`config.mk`:
```
export PLATFORM = sky130hd
export DESIGN_NAME = rok_lane
export DESIGN_NICKNAME = d
export VERILOG_FILES = /design/src/rtl/assert_macros.svh /design/src/rtl/rok_pkg.sv /design/src/rtl/rok_lane.sv
export SDC_FILE = /design/constraint.sdc
export NUM_CORES = 2
export LEC_CHECK = 0
export BUFFER_PORTS_ARGS = -buffer_cell sky130_fd_sc_hd__buf_2
export CAP_MARGIN = 40
export CELL_PAD_IN_SITES_DETAIL_PLACEMENT = 0
export CELL_PAD_IN_SITES_GLOBAL_PLACEMENT = 1
export CORE_ASPECT_RATIO = 0.5
export CORE_MARGIN = 1
export CORE_UTILIZATION = 50
export CTS_BUF_LIST = sky130_fd_sc_hd__clkbuf_16
export CTS_CLUSTER_DIAMETER = 30
export DETAILED_ROUTE_END_ITERATION = 8
export PLACE_DENSITY_LB_ADDON = 0.3
export SYNTH_ARGS = -nofsm -noshare
export SYNTH_HDL_FRONTEND = slang
export SYNTH_SLANG_ARGS = --single-unit
```
`constraint.sdc`:
```
create_clock -name clk_i -period 10.1 [get_ports clk_i]
set_clock_uncertainty 0.05 [all_clocks]
set_input_delay 1.01 -clock clk_i [delete_from_list [all_inputs] [get_ports clk_i]]
set_output_delay 1.01 -clock clk_i [all_outputs]
set_load 0.005 [all_outputs]
```
`src/rtl/assert_macros.svh`:
```
// Assertion macros shared by the RTL of the rotate and smooth block.
`ifndef ASSERT_MACROS_SVH
`define ASSERT_MACROS_SVH
`ifndef SYNTHESIS
// Checked after reset has been released.
`define ROK_ASSERT(lbl, clk, rst_n, prop) \
  lbl: assert property (@(posedge clk) disable iff (!rst_n) prop) \
    else $error("rotate and smooth block assertion failed");
// Checked at every clock edge, reset included.
`define ROK_ASSERT_ALWAYS(lbl, clk, prop) \
  lbl: assert property (@(posedge clk) prop) \
    else $error("rotate and smooth block assertion failed");
`else
`define ROK_ASSERT(lbl, clk, rst_n, prop)
`define ROK_ASSERT_ALWAYS(lbl, clk, prop)
`endif
`endif

```
`src/rtl/rok_pkg.sv`:
```
`timescale 1ns / 1ps
// Shared types and constants of the rotate and smooth block.
package rok_pkg;

  localparam int FIELD_W   = 32;
  localparam int COEF_W    = 16;
  localparam int NOISE_W   = 24;
  localparam int COV_W     = 32;
  localparam int GAIN_W    = 17;
  localparam int DX_W      = 33;
  localparam int CFG_ADDR_W = 4;
  localparam int DIV_STEPS = 17;
  localparam int DIV_CNT_W = $clog2(DIV_STEPS);

  localparam logic [GAIN_W-1:0]  GAIN_ONE = GAIN_W'(65536);

  localparam logic [NOISE_W-1:0] PROCESS_NOISE_RST     = NOISE_W'(655);
  localparam logic [NOISE_W-1:0] MEASUREMENT_NOISE_RST = NOISE_W'(6554);
  localparam logic [COV_W-1:0]   INITIAL_ERROR_RST     = COV_W'(6554);
  localparam logic signed [COEF_W-1:0] COS_HEADING_RST = COEF_W'(32767);

  typedef enum logic [CFG_ADDR_W-1:0] {
    REG_PROCESS_NOISE     = 4'd0,
    REG_MEASUREMENT_NOISE = 4'd1,
    REG_INITIAL_ERROR     = 4'd2,
    REG_FILTER_ENABLE     = 4'd3,
    REG_COS_HEADING       = 4'd4,
    REG_SIN_HEADING       = 4'd5,
    REG_ORIGIN_X          = 4'd6,
    REG_ORIGIN_Y          = 4'd7
  } cfg_reg_e;

  typedef enum logic [3:0] {
    ST_IDLE,
    ST_ROT,
    ST_SUM,
    ST_PRED,
    ST_DSTART,
    ST_DIV,
    ST_KMUL,
    ST_KUPD,
    ST_OUT
  } rok_state_e;

  typedef struct packed {
    logic rot_mul;
    logic rot_sum;
    logic kal_mul;
    logic kal_upd;
  } lane_ctrl_t;

endpackage

```
`src/rtl/rok_lane.sv`:
```
`timescale 1ns / 1ps
// One axis lane: rotation by the heading and the scalar Kalman estimate update.
module rok_lane
  import rok_pkg::*;
#(
  parameter int PW = 32
) (
  input  logic                     clk_i,
  input  logic                     rst_ni,
  input  lane_ctrl_t               ctrl_i,
  input  logic signed [DX_W-1:0]   dx_i,
  input  logic signed [DX_W-1:0]   dy_i,
  input  logic signed [COEF_W-1:0] coef_a_i,
  input  logic signed [COEF_W-1:0] coef_b_i,
  input  logic                     sub_i,
  input  logic [GAIN_W-1:0]        gain_i,
  output logic signed [PW-1:0]     raw_o,
  output logic signed [PW-1:0]     est_o
);

  localparam int PROD_W = COEF_W + DX_W;
  localparam int KP_W   = PW + 1 + GAIN_W + 1;
  localparam logic signed [63:0] POS_MAX = (64'sd1 <<< (PW - 1)) - 64'sd1;
  localparam logic signed [63:0] POS_MIN = -POS_MAX - 64'sd1;

  logic signed [PROD_W-1:0]  prod_a_q, prod_b_q;
  logic signed [PROD_W:0]    rot_sum;
  logic signed [PROD_W-15:0] rot_shr;
  logic signed [PW-1:0]      raw_q, est_q;
  logic signed [PW:0]        diff;
  logic signed [KP_W-1:0]    kprod_q;
  logic signed [PW+2:0]      corr;
  logic signed [PW+3:0]      upd;

  function automatic logic signed [PW-1:0] sat_pw(input logic signed [63:0] v);
    logic signed [63:0] r;
    if (v > POS_MAX) begin
      r = POS_MAX;
    end else if (v < POS_MIN) begin
      r = POS_MIN;
    end else begin
      r = v;
    end
    return r[PW-1:0];
  endfunction

  assign rot_sum = sub_i ? ((PROD_W+1)'(prod_a_q) - (PROD_W+1)'(prod_b_q))
                         : ((PROD_W+1)'(prod_a_q) + (PROD_W+1)'(prod_b_q));
  // Arithmetic shift right by 15 is the floor of the Q1.15 scaling.
  assign rot_shr = $signed(rot_sum[PROD_W:15]);

  assign diff = (PW+1)'(raw_q) - (PW+1)'(est_q);
  assign corr = $signed(kprod_q[KP_W-1:16]);
  assign upd  = (PW+4)'(est_q) + (PW+4)'(corr);

  always_ff @(posedge clk_i) begin
    if (ctrl_i.rot_mul) begin
      prod_a_q <= coef_a_i * dx_i;
      prod_b_q <= coef_b_i * dy_i;
    end
    if (ctrl_i.rot_sum) begin
      raw_q <= sat_pw(64'(rot_shr));
    end
    if (ctrl_i.kal_mul) begin
      kprod_q <= $signed({1'b0, gain_i}) * diff;
    end
  end

  always_ff @(posedge clk_i or negedge rst_ni) begin
    if (!rst_ni) begin
      est_q <= '0;
    end else if (ctrl_i.kal_upd) begin
      est_q <= sat_pw(64'(upd));
    end
  end

  assign raw_o = raw_q;
  assign est_o = est_q;

endmodule

```
# After elaboration in Yosys (flattened, before gate mapping)
# Cells that the tools add are included.
[totals]
reg_bits = 213
wordCells = 20
inputBits = 122
output_inout_bits = 64
[op_classes]
n_mul = 3
magnitude_cmp = 4
add_sub_neg = 4
muxes = 4
[op_table]
columns = ["cell", "n"]
rows = [
  ["$mul 16x33->49", 2],
  ["$mux 32", 3],
  ["$mul 18x33->51", 1],
  ["$add 49x49->50", 1],
  ["$mux 50", 1],
  ["$sub 49x49->50", 1],
  ["$add 32x35->36", 1],
  ["$gt 36x32->1 const B", 1],
  ["$lt 36x32->1 const B", 1],
  ["$gt 35x32->1 const B", 1],
  ["$lt 35x32->1 const B", 1],
  ["$sub 32x32->33", 1],
]

# Longest topological paths before layout
[depth]
ltp_word = 4
ltp_mapped = 38
depth_no_buf = 37

# Least setup slack after synthesis
# OpenSTA, ideal clock, no wires.
[synth_path]
path_type = "register to register"
from = "reg est_q[0] (netlist: est_o[0])"
to = "reg kprod_q[38], data pin"
path_buffers = 1
period_less_slack_ns = 9.257
required_time_ns = 9.791
setup_ns = 0.259
stages_incl_launch_ff = 36
arrival_ns = 8.948
path_slack_ns = 0.843
path_cell_list = "dfrtp_1 ha_1 fa_1 nor2b_1 o21ai_0 a21boi_0 o21ai_0 a21boi_0 o21ai_0 a21boi_0 o21ai_0 nor2b_1 xnor2_1 clkbuf_1 nand2_1 fa_1 inv_1 fa_1 fa_1 inv_1 fa_1 inv_1 fa_1 fa_1 ha_1 a21o_1 a21oi_1 nor2b_1 a2111oi_0 o211ai_1 a31oi_1 o21bai_1 a21o_1 a221o_1 a21oi_1 xnor2_1"
[synth_between]
elab_chain_cells = 2
[synth_lines]
columns = ["element", "line", "source"]
rows = [
  ["from (decl)", "rok_lane.sv:29", "logic signed [PW-1:0] raw_q, est_q;"],
  ["from (signal assigned)", "rok_lane.sv:73", "est_q <= sat_pw(64'(upd));"],
  ["$sub 32x32->33", "rok_lane.sv:52", "assign diff = (PW+1)'(raw_q) - (PW+1)'(est_q);"],
  ["$mul 18x33->51", "rok_lane.sv:65", "kprod_q <= $signed({1'b0, gain_i}) * diff;"],
  ["to (signal assigned)", "rok_lane.sv:65", ""],
  ["to (decl)", "rok_lane.sv:31", "logic signed [KP_W-1:0] kprod_q;"],
]
# No other way between the ends.
# A chain may end at the register's enable or synchronous reset.

# Worst setup path after layout
[layout_path]
from = "reg est_q[1] (netlist: est_o[1])"
to = "reg kprod_q[44], data pin"
# The elaborated chain is that of the path after synthesis.

==> results.py <==
metrics = {
    "status": {
        "status": "finished, final reports clean",
    },
    "placed_design": {
        "placed_cells": 9299,
        "dpl.hpwl_um": 147800,
        "io_buffers": 185,
        "routabilityCongestion": 0.9306,
        "placed_area_um2": 71300,
    },
    "critical_path": {
        "crit_fanout": 10,
        "worstPathArrival_ns": 9.69,
        "endpoint_kind": "flip-flop",
        "required_ns": 10.27,
        "cpMostUsedCell": "fa_1",
        "path_class": "flip-flop to flip-flop",
        "startpoint_type": "flip-flop",
        "worst_path_largest_cell_delay_ns": 0.52,
        "slowest_stage": "fa_1",
    },
    "routing": {
        "vias": 50730,
        "first_iter_violations": 3364,
        "drt-total-wl_um": 183600,
        "dr.pass1.iters": 6,
        "drc": 0,
        "vias_per_cell": 5.435,
        "wl_per_cell_um": 19.67,
        "drtAntennaViolNets": 0,
    },
    "yosys": {
        "ys_ff_latch": 197,
        "synth_top_family_by_area": "adder cells",
        "ys_seq_area_share_pct": 8.375,
        "synth_flop_cell": "edfxtp_1",
        "synth-compound-area-share_pct": 7.930,
        "synth_cells": 7582,
        "synthMuxAreaShare_pct": 0.06008,
        "synthAdderAreaFrac_pct": 53.21,
        "syn_nets": 9705,
        "synth_warnings": 0,
        "synth_cell_types": 88,
        "synth_area_um2": 68730,
        "synthSimpleGateAreaFrac_pct": 15.64,
        "synthesis.area_per_instance_um2": 9.064,
        "synthArstFlopShare_pct": 16.24,
        "synth_edf_count": 165,
        "synth-xor-area-share_pct": 3.454,
    },
    "cts": {
        "tritoncts": "built",
        "cts_hold_buffers": 0,
        "clockBufferDepth": 2,
        "cts.clk_slew.worst_paths_ns": 0.09,
        "cts_inserted_buffers": 17,
        "worstSkewPairLatency_ns": 0.48,
        "cts_root_buf": "clkbuf_16",
        "cts.sinks": 197,
        "h-tree-depth": 4,
    },
    "finish": {
        "design_area_um2": 71980,
        "nets": 9648,
        "drive_above_1_share_pct": 4.524,
        "area_delta_synth_final_pct": 4.732,
        "n_fill_cell": 12700,
        "finalNonFillerCells": 9334,
    },
    "worst_hold_path": {
        "hp-class": "input port to asynchronous set/reset pin",
    },
    "timing": {
        "slew_headroom_pct": 37.00,
        "rsz0062_at_grt": "no",
        "worst_pin_slew_ns": 0.9451,
        "finalSetupViolations": 0,
        "drv_slew": 0,
        "post-route-min-period_ns": 9.513,
        "finalCritPeriodShare_pct": 94.18,
        "fin_hold_ws_ns": 0.2693,
        "max_freq_mhz": 105.1,
        "hold_violations": 0,
        "tns_ns": 0,
    },
    "floorplanning": {
        "io_pins": 186,
        "start_util_pct": 50.81,
        "die_w_um": 526.3,
        "core-area_um2": 135300,
        "die_y_um": 264.2,
        "die-area_um2": 139000,
        "row_count": 95,
    },
    "global_route": {
        "track_usage_pct": 27.55,
        "antenna_found_initial": 9,
        "grt_first_pass_wirelength_um": 300600,
        "grt_pass1_vias": 53710,
        "grt_max_degree": 51,
        "grt_overflow": 0,
    },
    "run": {
        "cap_violations": 0,
    },
}
[metal layers]
metal	vias to the layer above	track usage [%]	routed length (um)
met2	1519	45.90	87380
li1	22820	-	-
met4	2	5.668	3941
met5	-	0	20
met1	26180	39.04	81300
met3	208	2.996	10980
[synthesized netlist by cell type, types with 87 or more instances]
cell / n / area share [%]
a21o_1: 150 / 1.6
a21oi_1: 226 / 1.6
and2_1: 527 / 4.8
clkbuf_1: 325 / 1.8
edfxtp_1: 165 / 7.2
fa_1: 1536 / 45
ha_1: 465 / 8.5
inv_1: 1723 / 9.4
nand2_1: 1106 / 6.0
nand2b_1: 102 / 0.93
nor2_1: 145 / 0.79
o21ai_0: 110 / 0.80
xnor2_1: 184 / 2.3
xor2_1: 87 / 1.1
[repair_timing]
action,CTS,global route
setup buffers,0,1
endpoints found under the setup margin,0,16
gates resized for setup,0,8
[state kept, by name, indices dropped and copies added (netlist names)]
| register | cells |
|---|---|
| kprod_q | 35 |
| est_o | 32 |
| prod_b_q | 49 |
| prod_a_q | 49 |
| raw_o | 32 |
[cell usage in the layout (no fill, tap or decap), types with 74 or more instances in the layout]
cell,instances
nand2_1,1106
xor2_1,87
fa_1,1536
edfxtp_1,165
xnor2_1,184
buf_4,74
a21oi_1,226
nor2_1,143
ha_1,465
buf_2,185
nand2b_1,102
o21ai_0,109
and2_1,527
inv_1,1723
a21o_1,150
[final timing paths]
path	from	end	slack, ns	cells past startpoint
worst min-delay path	rst_ni	est_o[31]	0.27	1
max in group asynchronous	rst_ni	est_o[3]	9.35	2
min in group clk_i	est_o[3]	est_o[3]	0.50	1
worst min register to register	est_o[3]	est_o[3]	0.50	1
worst max-delay path	est_o[1]	kprod_q[44]	0.59	37
worst max register to register	est_o[1]	kprod_q[44]	0.59	37
[final cells by class]
class,instances,area (um^2),area share (%)
tap,1794,2245,3.119
clock buffer,17,425.4,0.5910
sequential,197,5756,7.996
inverter,1724,6471,8.991
clock inverter,15,221.5,0.3077
timing repair buffer,267,1617,2.246
multi-input combinational,5318,55240,76.74
antenna,2,5.005,0.006953
[critical path, delay by kind of cell, from the launching register on]
family | cells | cell delay, ns
AOI/OAI and AO/OA | 16 | 3.50
xor gates and xnor gates | 2 | 0.47
adders and majority gates | 8 | 3.33
buffers and inverters | 7 | 0.81
DFF | 1 | 0.46
and+or+nand+nor | 4 | 0.63
[stage by stage]
| stage | worst slack [ns] | utilization, % |
|---|---|---|
| finish | 0.5875 | 53.21 |
| global route | 0.0006164 | 53.21 |
| CTS | 0.2405 | 53.19 |
| detailed placement | 0.2725 | 52.71 |
| global placement | 0.3835 | 52.61 |
| floorplan | 0.8426 | - |
[cell families (layout without fill, tap and decap cells)]
family	after synthesis	after routing
and+or+nand+nor	2222	2222
muxes	4	4
xor gates and xnor gates	271	271
adders and majority gates	2001	2001
buffers and inverters	2067	2023
AOI/OAI and AO/OA	820	820
other	0	2
DFF	197	197
Power is left out: the tool's default activity adds up to more than one toggle a clock period on the data nets, which glitch-free logic cannot reach.
