===== src/rtl/assert_macros.svh =====
// Assertion macros shared by the RTL of the rotate and smooth block.
`ifndef ASSERT_MACROS_SVH
`define ASSERT_MACROS_SVH
`ifndef SYNTHESIS
// Checked after reset has been released.
`define ROK_ASSERT(lbl, clk, rst_n, prop) \
  lbl: assert property (@(posedge clk) disable iff (!rst_n) prop) \
    else $error("rotate and smooth block assertion failed");
// Checked at every clock edge, reset included.
`define ROK_ASSERT_ALWAYS(lbl, clk, prop) \
  lbl: assert property (@(posedge clk) prop) \
    else $error("rotate and smooth block assertion failed");
`else
`define ROK_ASSERT(lbl, clk, rst_n, prop)
`define ROK_ASSERT_ALWAYS(lbl, clk, prop)
`endif
`endif


===== src/rtl/rok_pkg.sv =====
`timescale 1ns / 1ps
// Shared types and constants of the rotate and smooth block.
package rok_pkg;

  localparam int FIELD_W   = 32;
  localparam int COEF_W    = 16;
  localparam int NOISE_W   = 24;
  localparam int COV_W     = 32;
  localparam int GAIN_W    = 17;
  localparam int DX_W      = 33;
  localparam int CFG_ADDR_W = 4;
  localparam int DIV_STEPS = 17;
  localparam int DIV_CNT_W = $clog2(DIV_STEPS);

  localparam logic [GAIN_W-1:0]  GAIN_ONE = GAIN_W'(65536);

  localparam logic [NOISE_W-1:0] PROCESS_NOISE_RST     = NOISE_W'(655);
  localparam logic [NOISE_W-1:0] MEASUREMENT_NOISE_RST = NOISE_W'(6554);
  localparam logic [COV_W-1:0]   INITIAL_ERROR_RST     = COV_W'(6554);
  localparam logic signed [COEF_W-1:0] COS_HEADING_RST = COEF_W'(32767);

  typedef enum logic [CFG_ADDR_W-1:0] {
    REG_PROCESS_NOISE     = 4'd0,
    REG_MEASUREMENT_NOISE = 4'd1,
    REG_INITIAL_ERROR     = 4'd2,
    REG_FILTER_ENABLE     = 4'd3,
    REG_COS_HEADING       = 4'd4,
    REG_SIN_HEADING       = 4'd5,
    REG_ORIGIN_X          = 4'd6,
    REG_ORIGIN_Y          = 4'd7
  } cfg_reg_e;

  typedef enum logic [3:0] {
    ST_IDLE,
    ST_ROT,
    ST_SUM,
    ST_PRED,
    ST_DSTART,
    ST_DIV,
    ST_KMUL,
    ST_KUPD,
    ST_OUT
  } rok_state_e;

  typedef struct packed {
    logic rot_mul;
    logic rot_sum;
    logic kal_mul;
    logic kal_upd;
  } lane_ctrl_t;

endpackage


===== src/rtl/rok_gain_div.sv =====
`timescale 1ns / 1ps
// Restoring divider that forms the Q1.16 Kalman gain, one quotient bit per cycle.
module rok_gain_div
  import rok_pkg::*;
(
  input  logic                clk_i,
  input  logic                rst_ni,
  input  logic                start_i,
  input  logic [COV_W-1:0]    pp_i,
  input  logic [NOISE_W-1:0]  mnoise_i,
  output logic                done_o,
  output logic [GAIN_W-1:0]   gain_o
);

  logic                 busy_q;
  logic [DIV_CNT_W-1:0] cnt_q;
  logic [COV_W:0]       den_q;
  logic [COV_W:0]       rem_q;
  logic [GAIN_W-1:0]    quo_q;
  logic                 zero_q;
  logic                 pp_lsb_q;

  logic [COV_W+1:0]     shifted;
  logic [COV_W+2:0]     trial;
  logic                 fits;

  // The dividend is pp * 2^16; its only nonzero bit below bit 17 is pp[0].
  assign shifted = {rem_q, (cnt_q == DIV_CNT_W'(DIV_STEPS - 1)) ? pp_lsb_q : 1'b0};
  assign trial   = {1'b0, shifted} - {2'b00, den_q};
  assign fits    = ~trial[COV_W+2];
  assign done_o  = busy_q && (cnt_q == '0);
  assign gain_o  = zero_q ? '0 : quo_q;

  always_ff @(posedge clk_i or negedge rst_ni) begin
    if (!rst_ni) begin
      busy_q <= 1'b0;
      cnt_q  <= '0;
    end else if (start_i) begin
      busy_q <= 1'b1;
      cnt_q  <= DIV_CNT_W'(DIV_STEPS - 1);
    end else if (busy_q) begin
      busy_q <= (cnt_q != '0);
      cnt_q  <= cnt_q - DIV_CNT_W'(1);
    end
  end

  always_ff @(posedge clk_i) begin
    if (start_i) begin
      den_q    <= {1'b0, pp_i} + (COV_W+1)'(mnoise_i);
      zero_q   <= (pp_i == '0) && (mnoise_i == '0);
      rem_q    <= (COV_W+1)'(pp_i[COV_W-1:1]);
      pp_lsb_q <= pp_i[0];
      quo_q    <= '0;
    end else if (busy_q) begin
      rem_q <= fits ? trial[COV_W:0] : shifted[COV_W:0];
      quo_q <= {quo_q[GAIN_W-2:0], fits};
    end
  end

endmodule


===== config.mk =====
export PLATFORM = sky130hd
export DESIGN_NAME = rok_gain_div
export DESIGN_NICKNAME = d
export VERILOG_FILES = /design/src/rtl/assert_macros.svh /design/src/rtl/rok_pkg.sv /design/src/rtl/rok_gain_div.sv
export SDC_FILE = /design/constraint.sdc
export NUM_CORES = 1
export LEC_CHECK = 0
export ABC_AREA = 0
export BUFFER_PORTS_ARGS = -buffer_cell sky130_fd_sc_hd__buf_2
export CELL_PAD_IN_SITES_DETAIL_PLACEMENT = 1
export CELL_PAD_IN_SITES_GLOBAL_PLACEMENT = 1
export CORE_UTILIZATION = 41
export CTS_CLUSTER_DIAMETER = 60
export CTS_CLUSTER_SIZE = 14
export DETAILED_ROUTE_END_ITERATION = 10
export HOLD_SLACK_MARGIN = 0.12
export PLACE_DENSITY = 0.85
export SLEW_MARGIN = 20
export SYNTH_ARGS = -nofsm -noshare
export SYNTH_HDL_FRONTEND = slang
export SYNTH_SLANG_ARGS = --single-unit

===== constraint.sdc =====
create_clock -name clk_i -period 7.8 [get_ports clk_i]
set_input_delay 1.17 -clock clk_i [delete_from_list [all_inputs] [get_ports clk_i]]
set_output_delay 1.17 -clock clk_i [all_outputs]
set_load 0.05 [all_outputs]

# ---- Word level (Yosys, flattened, before mapping)
# Cells that the tools add are included.
dict set report classes {
  n_addsub 3
  n_bitwise 1
  shifts 0
  n_eq_ne 1
  order_cmp 0
  n_div 0
  n_mux 9
  n_reduce_logical 7
  mul 0
}
# cell count
set ops {}
lappend ops {{31-bit two-way mux} 2}
lappend ops {{34-bit by 33-bit subtractor with 35-bit output} 1}
lappend ops {{32-bit by 24-bit adder with 33-bit output} 1}
lappend ops {{33-bit two-way mux} 1}
lappend ops {{32-bit logical NOT} 1}
lappend ops {{24-bit logical NOT} 1}
lappend ops {{17-bit two-way mux} 1}
lappend ops {{5-bit two-way mux} 2}
lappend ops {{5-bit equality test, second input constant} 1}
lappend ops {{5-bit logical NOT} 1}
lappend ops {{5-bit nonzero test} 1}
lappend ops {{5-bit by 1-bit subtractor with 5-bit output, second input constant} 1}
lappend ops {{1-bit two-way mux} 3}
lappend ops {{1-bit logical AND} 2}
lappend ops {{2-bit nonzero test} 1}
lappend ops {{1-bit NOT} 1}
dict set report word_totals {
  ff_bits 91
  input_bits 59
  mem_bits_rw 0
  output_inout_bits 18
  mem_count 0
  latch_bits 0
  rom_bits 0
  word_cells 29
}

# ---- Logic depth before layout (Yosys ltp)
# Gate-level depths: netlist of run 1.
dict set report depth {
  word_depth 6
  mapped_depth 16
  depth_no_buf 14
}

# ---- Least setup slack after synthesis of run 1
# No wires, ideal clock.
dict set report synth_path {
  kind {input to register}
  from {input port pp_i[0]}
  to {register den_q[24], data pin}
  required_time_ns 7.542
  arrival_ns 3.310
  cell_stages 12
  n_path_buf 0
  setup_slack_ns 4.232
  setup_ns 0.258
  path_cell_list {ha_1 -> inv_1 -> fa_1 -> nor2b_1 -> o21ai_1 -> a21oi_1 -> nor4b_2 -> nor3_2 -> o21ai_2 -> o311a_4 -> or2_4 -> xnor2_1}
}
dict set report synth_between {
  elab_chain_len 1
}
# item line
set synth_lines {}
lappend synth_lines {{start: declaration} rok_gain_div.sv:9} ;# input logic [COV_W-1:0] pp_i,
lappend synth_lines {{32-bit by 24-bit adder with 33-bit output} rok_gain_div.sv:49} ;# den_q <= {1'b0, pp_i} + (COV_W+1)'(mnoise_i);
lappend synth_lines {{end signal: assignment} rok_gain_div.sv:49}
lappend synth_lines {{end: declaration} rok_gain_div.sv:17} ;# logic [COV_W:0] den_q;
# Every way passes these cells.
# A chain may end at the register's enable or synchronous reset.

# ---- Worst setup path after layout of run 1
dict set report layout_path {
  from {register cnt_q[0]}
  to {register rem_q[12], data pin}
}
dict set report layout_between {
  elab_chain_len 6
}
# item line
set layout_lines {}
lappend layout_lines {{start: declaration} rok_gain_div.sv:16} ;# logic [DIV_CNT_W-1:0] cnt_q;
lappend layout_lines {{start signal: assignment} rok_gain_div.sv:40} ;# cnt_q <= DIV_CNT_W'(DIV_STEPS - 1);
lappend layout_lines {{start signal: assignment} rok_gain_div.sv:43} ;# cnt_q <= cnt_q - DIV_CNT_W'(1);
lappend layout_lines {{5-bit equality test} rok_gain_div.sv:28} ;# assign shifted = {rem_q, (cnt_q == DIV_CNT_W'(DIV_STEPS - 1)) ? pp_lsb_q : 1'b0};
lappend layout_lines {{1-bit two-way mux} rok_gain_div.sv:28}
lappend layout_lines {{34-bit by 33-bit subtractor with 35-bit output} rok_gain_div.sv:29} ;# assign trial = {1'b0, shifted} - {2'b00, den_q};
lappend layout_lines {{33-bit two-way mux} rok_gain_div.sv:55} ;# rem_q <= fits ? trial[COV_W:0] : shifted[COV_W:0];
lappend layout_lines {{31-bit two-way mux} rok_gain_div.sv:54} ;# end else if (busy_q) begin
lappend layout_lines {{31-bit two-way mux} rok_gain_div.sv:48} ;# if (start_i) begin
lappend layout_lines {{end signal: assignment} rok_gain_div.sv:51} ;# rem_q <= (COV_W+1)'(pp_i[COV_W-1:1]);
lappend layout_lines {{end signal: assignment} rok_gain_div.sv:55}
lappend layout_lines {{end: declaration} rok_gain_div.sv:18} ;# logic [COV_W:0] rem_q;
# Every way passes these cells. The select of a mux whose other input is x is not followed.

==> results of run 1 <==
==> power by group <==
| group | total, mW | leakage, nW | internal, mW | switching (mW) |
|---|---|---|---|---|
| registers | 0.772 | 0.900 | 0.695 | 0.0767 |
| logic | 1.57 | 2.54 | 0.625 | 0.947 |
| clock network | 0.543 | 0.168 | 0.345 | 0.199 |
| total | 2.89 | 3.61 | 1.66 | 1.22 |
==> registers in the layout, summed over array words and instances, names as in the netlist <==
signal,count
quo_q,17
zero_q,1
busy_q,1
rem_q,33
pp_lsb_q,1
den_q,33
cnt_q,5
==> final timing paths <==
path / from / to / depth (start not counted)
hold reg to reg: quo_q[16] / quo_q[16] / 2
setup reg to reg: cnt_q[0] / rem_q[12] / 14
max in group asynchronous: rst_ni / cnt_q[1] / 1
hold / removal: quo_q[16] / quo_q[16] / 2
min in group asynchronous: rst_ni / busy_q / 1
setup / recovery: cnt_q[0] / rem_q[12] / 14
==> synth_stat cells, types with 3 or more instances <==
master / instances / share of area, %
o211ai_1: 5 / 0.54
buf_1: 3 / 0.16
and3_1: 7 / 0.62
a41oi_1: 3 / 0.37
dfrtp_1: 6 / 2.1
dfxtp_1: 19 / 5.4
buf_2: 4 / 0.29
mux2_2: 16 / 2.6
nand2_1: 62 / 3.3
nor2b_1: 25 / 2.2
a31oi_1: 3 / 0.27
a211oi_1: 10 / 1.1
edfxtp_1: 66 / 28
and3b_1: 9 / 1.1
o31ai_1: 4 / 0.43
nor4_1: 16 / 1.4
inv_1: 55 / 2.9
xnor2_1: 35 / 4.4
or3_1: 3 / 0.27
o21ai_0: 36 / 2.6
buf_4: 4 / 0.43
a21oi_1: 66 / 4.7
ha_1: 59 / 11
o21ai_1: 30 / 2.1
nor3_1: 12 / 0.86
a211o_1: 3 / 0.37
o21bai_1: 4 / 0.43
nand4_1: 7 / 0.62
mux2i_1: 18 / 2.6
nand2b_1: 9 / 0.80
xor2_1: 24 / 3.0
nor2_1: 56 / 3.0
clkbuf_1: 10 / 0.54
nand3_1: 13 / 0.93
a21o_1: 24 / 2.6
o21a_1: 4 / 0.43
==> metal layers <==
| metal | routed length [µm] | vias up | track usage (%) | part of all wire, % |
|---|---|---|---|---|
| met5 | 0 | - | 0 | 0 |
| met4 | 688 | 0 | 12.1 | 3.5 |
| met3 | 712 | 35 | 3.37 | 3.6 |
| met2 | 9660 | 133 | 40.2 | 49 |
| met1 | 8700 | 2934 | 28.8 | 44 |
| li1 | - | 2926 | - | - |
==> stage by stage <==
| step | worst slack [ns] | instances | area, µm² |
|---|---|---|---|
| after CTS | 3.54 | 1061 | 7940 |
| after global routing | 3.54 | 1061 | 7950 |
| after global placement | 3.75 | 1045 | 7580 |
| final | 3.86 | 1061 | 7950 |
| after floorplan | 4.23 | 769 | 7010 |
| after detailed placement | 3.63 | 1045 | 7580 |
==> kinds of logic after synthesis <==
kind of cell               count (synthesis)
xor gates and xnor gates                  59
buffers and inverters                     77
DFF                                       91
adders and majority gates                 61
AOI/OAI and AO/OA                        214
muxes                                     34
and+or+nand+nor                          233
==> critical path: stages (launching register included) <==
cell and delay (ns):
dfrtp_1 0.40, inv_1 0.11, ha_1 0.20, nand4_1 0.12
ha_1 0.24, fa_1 0.40, nand2b_1 0.20, a21oi_1 0.37
o2111ai_2 0.19, a31oi_1 0.19, a21oi_1 0.08, a31o_4 0.43
or2_1 0.51, o22ai_1 0.25, a21o_1 0.11
==> layout by cell type, fill, tap and decap left out, drive strengths merged, types with 3 or more instances in the layout <==
| cell | synthesis | layout |
|---|---|---|
| dfxtp | 19 | 19 |
| o21bai | 4 | 4 |
| clkbuf | 10 | 9 |
| a31oi | 3 | 3 |
| nor4 | 16 | 16 |
| a21o | 24 | 24 |
| o31ai | 4 | 4 |
| nand2 | 62 | 62 |
| o21a | 4 | 4 |
| a21oi | 66 | 66 |
| buf | 12 | 78 |
| nor2b | 25 | 25 |
| mux2i | 18 | 18 |
| a41oi | 3 | 3 |
| a211oi | 11 | 11 |
| nor3 | 14 | 14 |
| edfxtp | 66 | 66 |
| xor2 | 24 | 24 |
| and3 | 7 | 7 |
| nand3 | 13 | 13 |
| o211ai | 5 | 5 |
| nand2b | 9 | 9 |
| xnor2 | 35 | 35 |
| nor3b | 3 | 3 |
| dfrtp | 6 | 6 |
| or3 | 3 | 3 |
| a211o | 3 | 3 |
| and3b | 9 | 9 |
| o21ai | 68 | 68 |
| ha | 59 | 59 |
| mux2 | 16 | 16 |
| bufinv | 0 | 4 |
| nor2 | 56 | 56 |
| nand4 | 7 | 7 |
| or2 | 5 | 5 |
| clkinvlp | 0 | 3 |
| inv | 55 | 55 |
==> layout make-up <==
type                    count  area share (%)
clock buffers               9            2.83
clock inverters             7            1.76
inverters                  55            2.60
multi-input cells         601            52.7
flip-flops and latches     91            31.6
well taps                 220            3.46
repair buffers             78            5.00
==> flow_summary.ini, run 1 <==
[global_routing]
grt.total_usage_pct = 23.5
antenna_found_initial = 0
first_global_vias = 6265
globalRoute.totalOverflow = 0
grt_max_degree = 59
grt_pass1_wl_um = 32400

[power]
cellPowerDensity_nw_per_um2 = 363
ir_drop_uv = 210
power.total_mw = 2.89
power_leakage_nw = 3.61

[placement]
io_buffers = 76
dp_hpwl_um = 14900
place_congestion = 0.829

[sta]
timing.hold.ws_ns = 0.503
slew_violations = 0
setup_tns_ns = 0
max_freq_mhz = 254
period_share_pct = 50.5
finalSetupViolCount = 0
slew_headroom_pct = 38.1
final_hold_viol_count = 0
max_slew.worst_pin.slew_ns = 0.920
fin_worst_skew_ns = 0.0105
rsz0062_at_grt = no
period_needed_ns = 3.94

[synthesis]
synth-compound-area-share_pct = 19.1
synth_enable_flop_cells = 66
synthCells = 769
seq_area_frac_synth_pct = 35.8
synth_warnings = 0
synth_top_family_by_area = compound AO/OA/AOI/OAI gates
synth_mux_area_share_pct = 5.14
synth_xor_area_share_pct = 7.37
synthArstFlopShare_pct = 6.59
syn_area_per_cell_um2 = 9.12
synth_seq_cells = 91
synthAdderAreaFrac_pct = 11.1
synth-simple-area-share_pct = 16.9
synth_ff_type = edfxtp_1
synth.distinct_cells = 66
synth_fp_nets = 889
synthesis.area_um2 = 7010

[routing]
via_per_inst = 5.68
routed_wl_um = 19800
firstDrtPassIters = 4
vias = 6028
avgRoutedWirePerCell_um = 18.6
drtAntennaViolNets = 0
drc = 0
drt-initial-drc-count = 250

[floorplan]
initial_core_util_pct = 42.1
core_area_um2 = 16600
io_pins = 77
fp.dieW_um = 133
die_area_um2 = 17600
die_h_um = 133
num_rows = 47

[outcome]
outcome = finished clean

[finish]
utilization_pct = 47.8
multi_input_area_um2 = 4190
nNetsFinal = 956
num_antenna_cells = 0
num-fill-cells = 2003
drive_gt1_share_pct = 14.9
area_growth_syn_to_layout_pct = 13.4
seq_area_um2 = 2510

[clock_tree]
numCtsBuffers = 9
cts.htree.levels = 3
holdBufCountCts = 0
clock-sinks = 91
clock_path_buffers = 2
clk_pin_slew_worst_paths_ns = 0.07
cts-root-buf = clkbuf_16
cts_resized = 0
post_cts_buffers = 0
cts_tree = done
clock_latency_ns = 0.36

[critical_path]
endpoint_kind = flop
worstSetupPathType = reg -> reg
cp.required_ns = 8.03
cp.arrival_ns = 4.17
cp_max_fo = 53
reg2reg_slack_ns = 3.86
startpoint_type = flop

[min_path]
hold_class = reg -> reg

[job]
maxCapViolCount = 0
No activity file was read; power rests on OpenSTA's default activity.
==> run 2, diff against run 1 <==
==> constraint.sdc (replaced) <==
create_clock -name clk_i -period 3.7 [get_ports clk_i]
set_input_delay 0.555 -clock clk_i [delete_from_list [all_inputs] [get_ports clk_i]]
set_output_delay 0.555 -clock clk_i [all_outputs]
set_load 0.05 [all_outputs]
==> run 2 against run 1 <==
Against the previous run:
- via count shrank 0.71%
- clock skew shrank 0.0029 ns
- worst setup slack lost 3.6 ns
- fmax grew 13%
- first-iteration DRC count shrank 2.8%
- critical path depth grew 1
- non-clock buffer count grew 10
- routed wire length shrank 3.1%
- sequential power grew 110%
- sequential share of layout area is the same
- core utilization is the same
- highest routed layer unchanged
==> flow_summary.ini, run 2 (synthesis gave the netlist of run 1 again) <==
[outcome]
outcome = finished clean

[routing]
wl_met1_um = 8540
routed_wl_um = 19200
drtAntennaViolNets = 0
avgRoutedWirePerCell_um = 17.9
drt-initial-drc-count = 243
dr.max_layer_used = met4
via_per_inst = 5.59
route.met2.wl_um = 9660
drc = 0
wl_met3_um = 551
firstDrtPassIters = 4
vias = 5985

[finish]
num_antenna_cells = 0
layout_common_cells = buf_2, edfxtp_1, a21oi_1
multi_input_area_um2 = 4200
area_growth_syn_to_layout_pct = 13.4
drive_gt1_share_pct = 16.0
nNetsFinal = 966
top_regs = den_q: 33 flops, rem_q: 33 flops, quo_q: 17 flops
seq_area_um2 = 2510
final_common_cell = buf_2
layoutNonFillerInstCount = 1071
utilization_pct = 47.8
num-fill-cells = 2004

[floorplan]
initial_core_util_pct = 42.1
num_rows = 47
core_area_um2 = 16600
die_h_um = 133
die_area_um2 = 17600
fp.dieW_um = 133
io_pins = 77

[critical_path]
worstSetupPathType = reg -> reg
cpMaxStageDelayCell = fa_1
cp.required_ns = 3.81
cp_max_fo = 22
crit_family = compound AO/OA/AOI/OAI gates
cpMostUsedCell = ha_1
cp_cell_sequence = inv_1 -> ha_1 -> nand4_1 -> ha_1 -> fa_1 -> nand2b_4 -> a21oi_4 -> o2111ai_2 -> a31oi_1 -> a21oi_1 -> a31o_2 -> buf_4 -> nand2_1 -> o21ai_1 -> mux2_2
slowest_delay_ns = 0.43
cp.arrival_ns = 3.58
path_buf_inv = 2
endpoint_kind = flop
startpoint_type = flop

[power]
ir_drop_uv = 294
power_leakage_nw = 3.61
power.total_mw = 5.85
cellPowerDensity_nw_per_um2 = 736

[sta]
max_slew.worst_pin.slew_ns = 0.859
max_freq_mhz = 288
period_needed_ns = 3.47
rsz0062_at_grt = no
finalSetupViolCount = 0
slew_violations = 0
final_hold_viol_count = 0
fin_worst_skew_ns = 0.00761
slew_headroom_pct = 42.7
setup_tns_ns = 0
period_share_pct = 93.8

[placement]
place_congestion = 0.853
io_buffers = 76
dp_hpwl_um = 15100
dp.cells = 1053

[clock_tree]
numCtsBuffers = 9
clk_pin_slew_worst_paths_ns = 0.07
clock-sinks = 91
cts_tree = done
cts.htree.levels = 3
cts-root-buf = clkbuf_16
clock_path_buffers = 2
clock_latency_ns = 0.36

[global_routing]
grt_pass1_wl_um = 31700
grt_max_degree = 46
first_global_vias = 6331
globalRoute.totalOverflow = 0
antenna_found_initial = 0
grt.total_usage_pct = 22.8

[job]
maxCapViolCount = 0

[min_path]
hold_class = reg -> reg
## run 2: power breakdown
part           total [mW]  internal (mW)  switching [mW]
registers            1.63           1.47           0.167
clock network       0.888          0.457           0.431
logic                3.33           1.37            1.96
total                5.85           3.29            2.56
## run 2: cell type report
class                   count  area share (%)
well taps                 220            3.46
inverters                  55            2.60
clock inverters             7           0.661
flip-flops and latches     91            31.6
multi-input cells         601            52.9
clock buffers               9            2.83
repair buffers             88            5.98
## run 2: worst paths after layout
kind	startpoint	end	slack [ns]	depth (start not counted)
hold / removal	quo_q[0]	quo_q[0]	0.51	2
hold reg to reg	quo_q[0]	quo_q[0]	0.51	2
setup reg to reg	cnt_q[0]	rem_q[8]	0.23	15
setup / recovery	cnt_q[0]	rem_q[8]	0.23	15
max in group asynchronous	rst_ni	cnt_q[4]	2.99	2
min in group asynchronous	rst_ni	cnt_q[0]	0.56	2
## run 2: timing repair
item                       4_1_cts  5_1_grt
setup endpoints to repair        0       32
gates resized for setup          0        3
hold endpoints to repair         6        0
setup buffers                    0        1
hold buffers                     1        0
## run 2: routing by layer
layer  global-route usage [%]  vias up
li1                         -     2947
met2                     40.6       99
met4                     8.37        0
met3                     3.37       21
met1                     27.8     2918
met5                        0        -
## run 2: worst register-to-register path: stages, from the launching register on
cell and delay (ns):
dfrtp_1 0.41, inv_1 0.10, ha_1 0.18, nand4_1 0.11, ha_1 0.24, fa_1 0.43, nand2b_4 0.18, a21oi_4 0.20
o2111ai_2 0.16, a31oi_1 0.19, a21oi_1 0.08, a31o_2 0.23, buf_4 0.22, nand2_1 0.11, o21ai_1 0.10, mux2_2 0.27
## run 2: metrics by stage
stage | worst slack (ns) | area, µm² | hold WS [ns]
after floorplan | 0.504 | 7010 | 0.259
after global placement | 0.256 | 7640 | 0.388
after detailed placement | 0.0255 | 7640 | 0.397
after CTS | 0.00231 | 7920 | 0.510
after global routing | 0.0120 | 7950 | 0.524
final | 0.228 | 7950 | 0.507
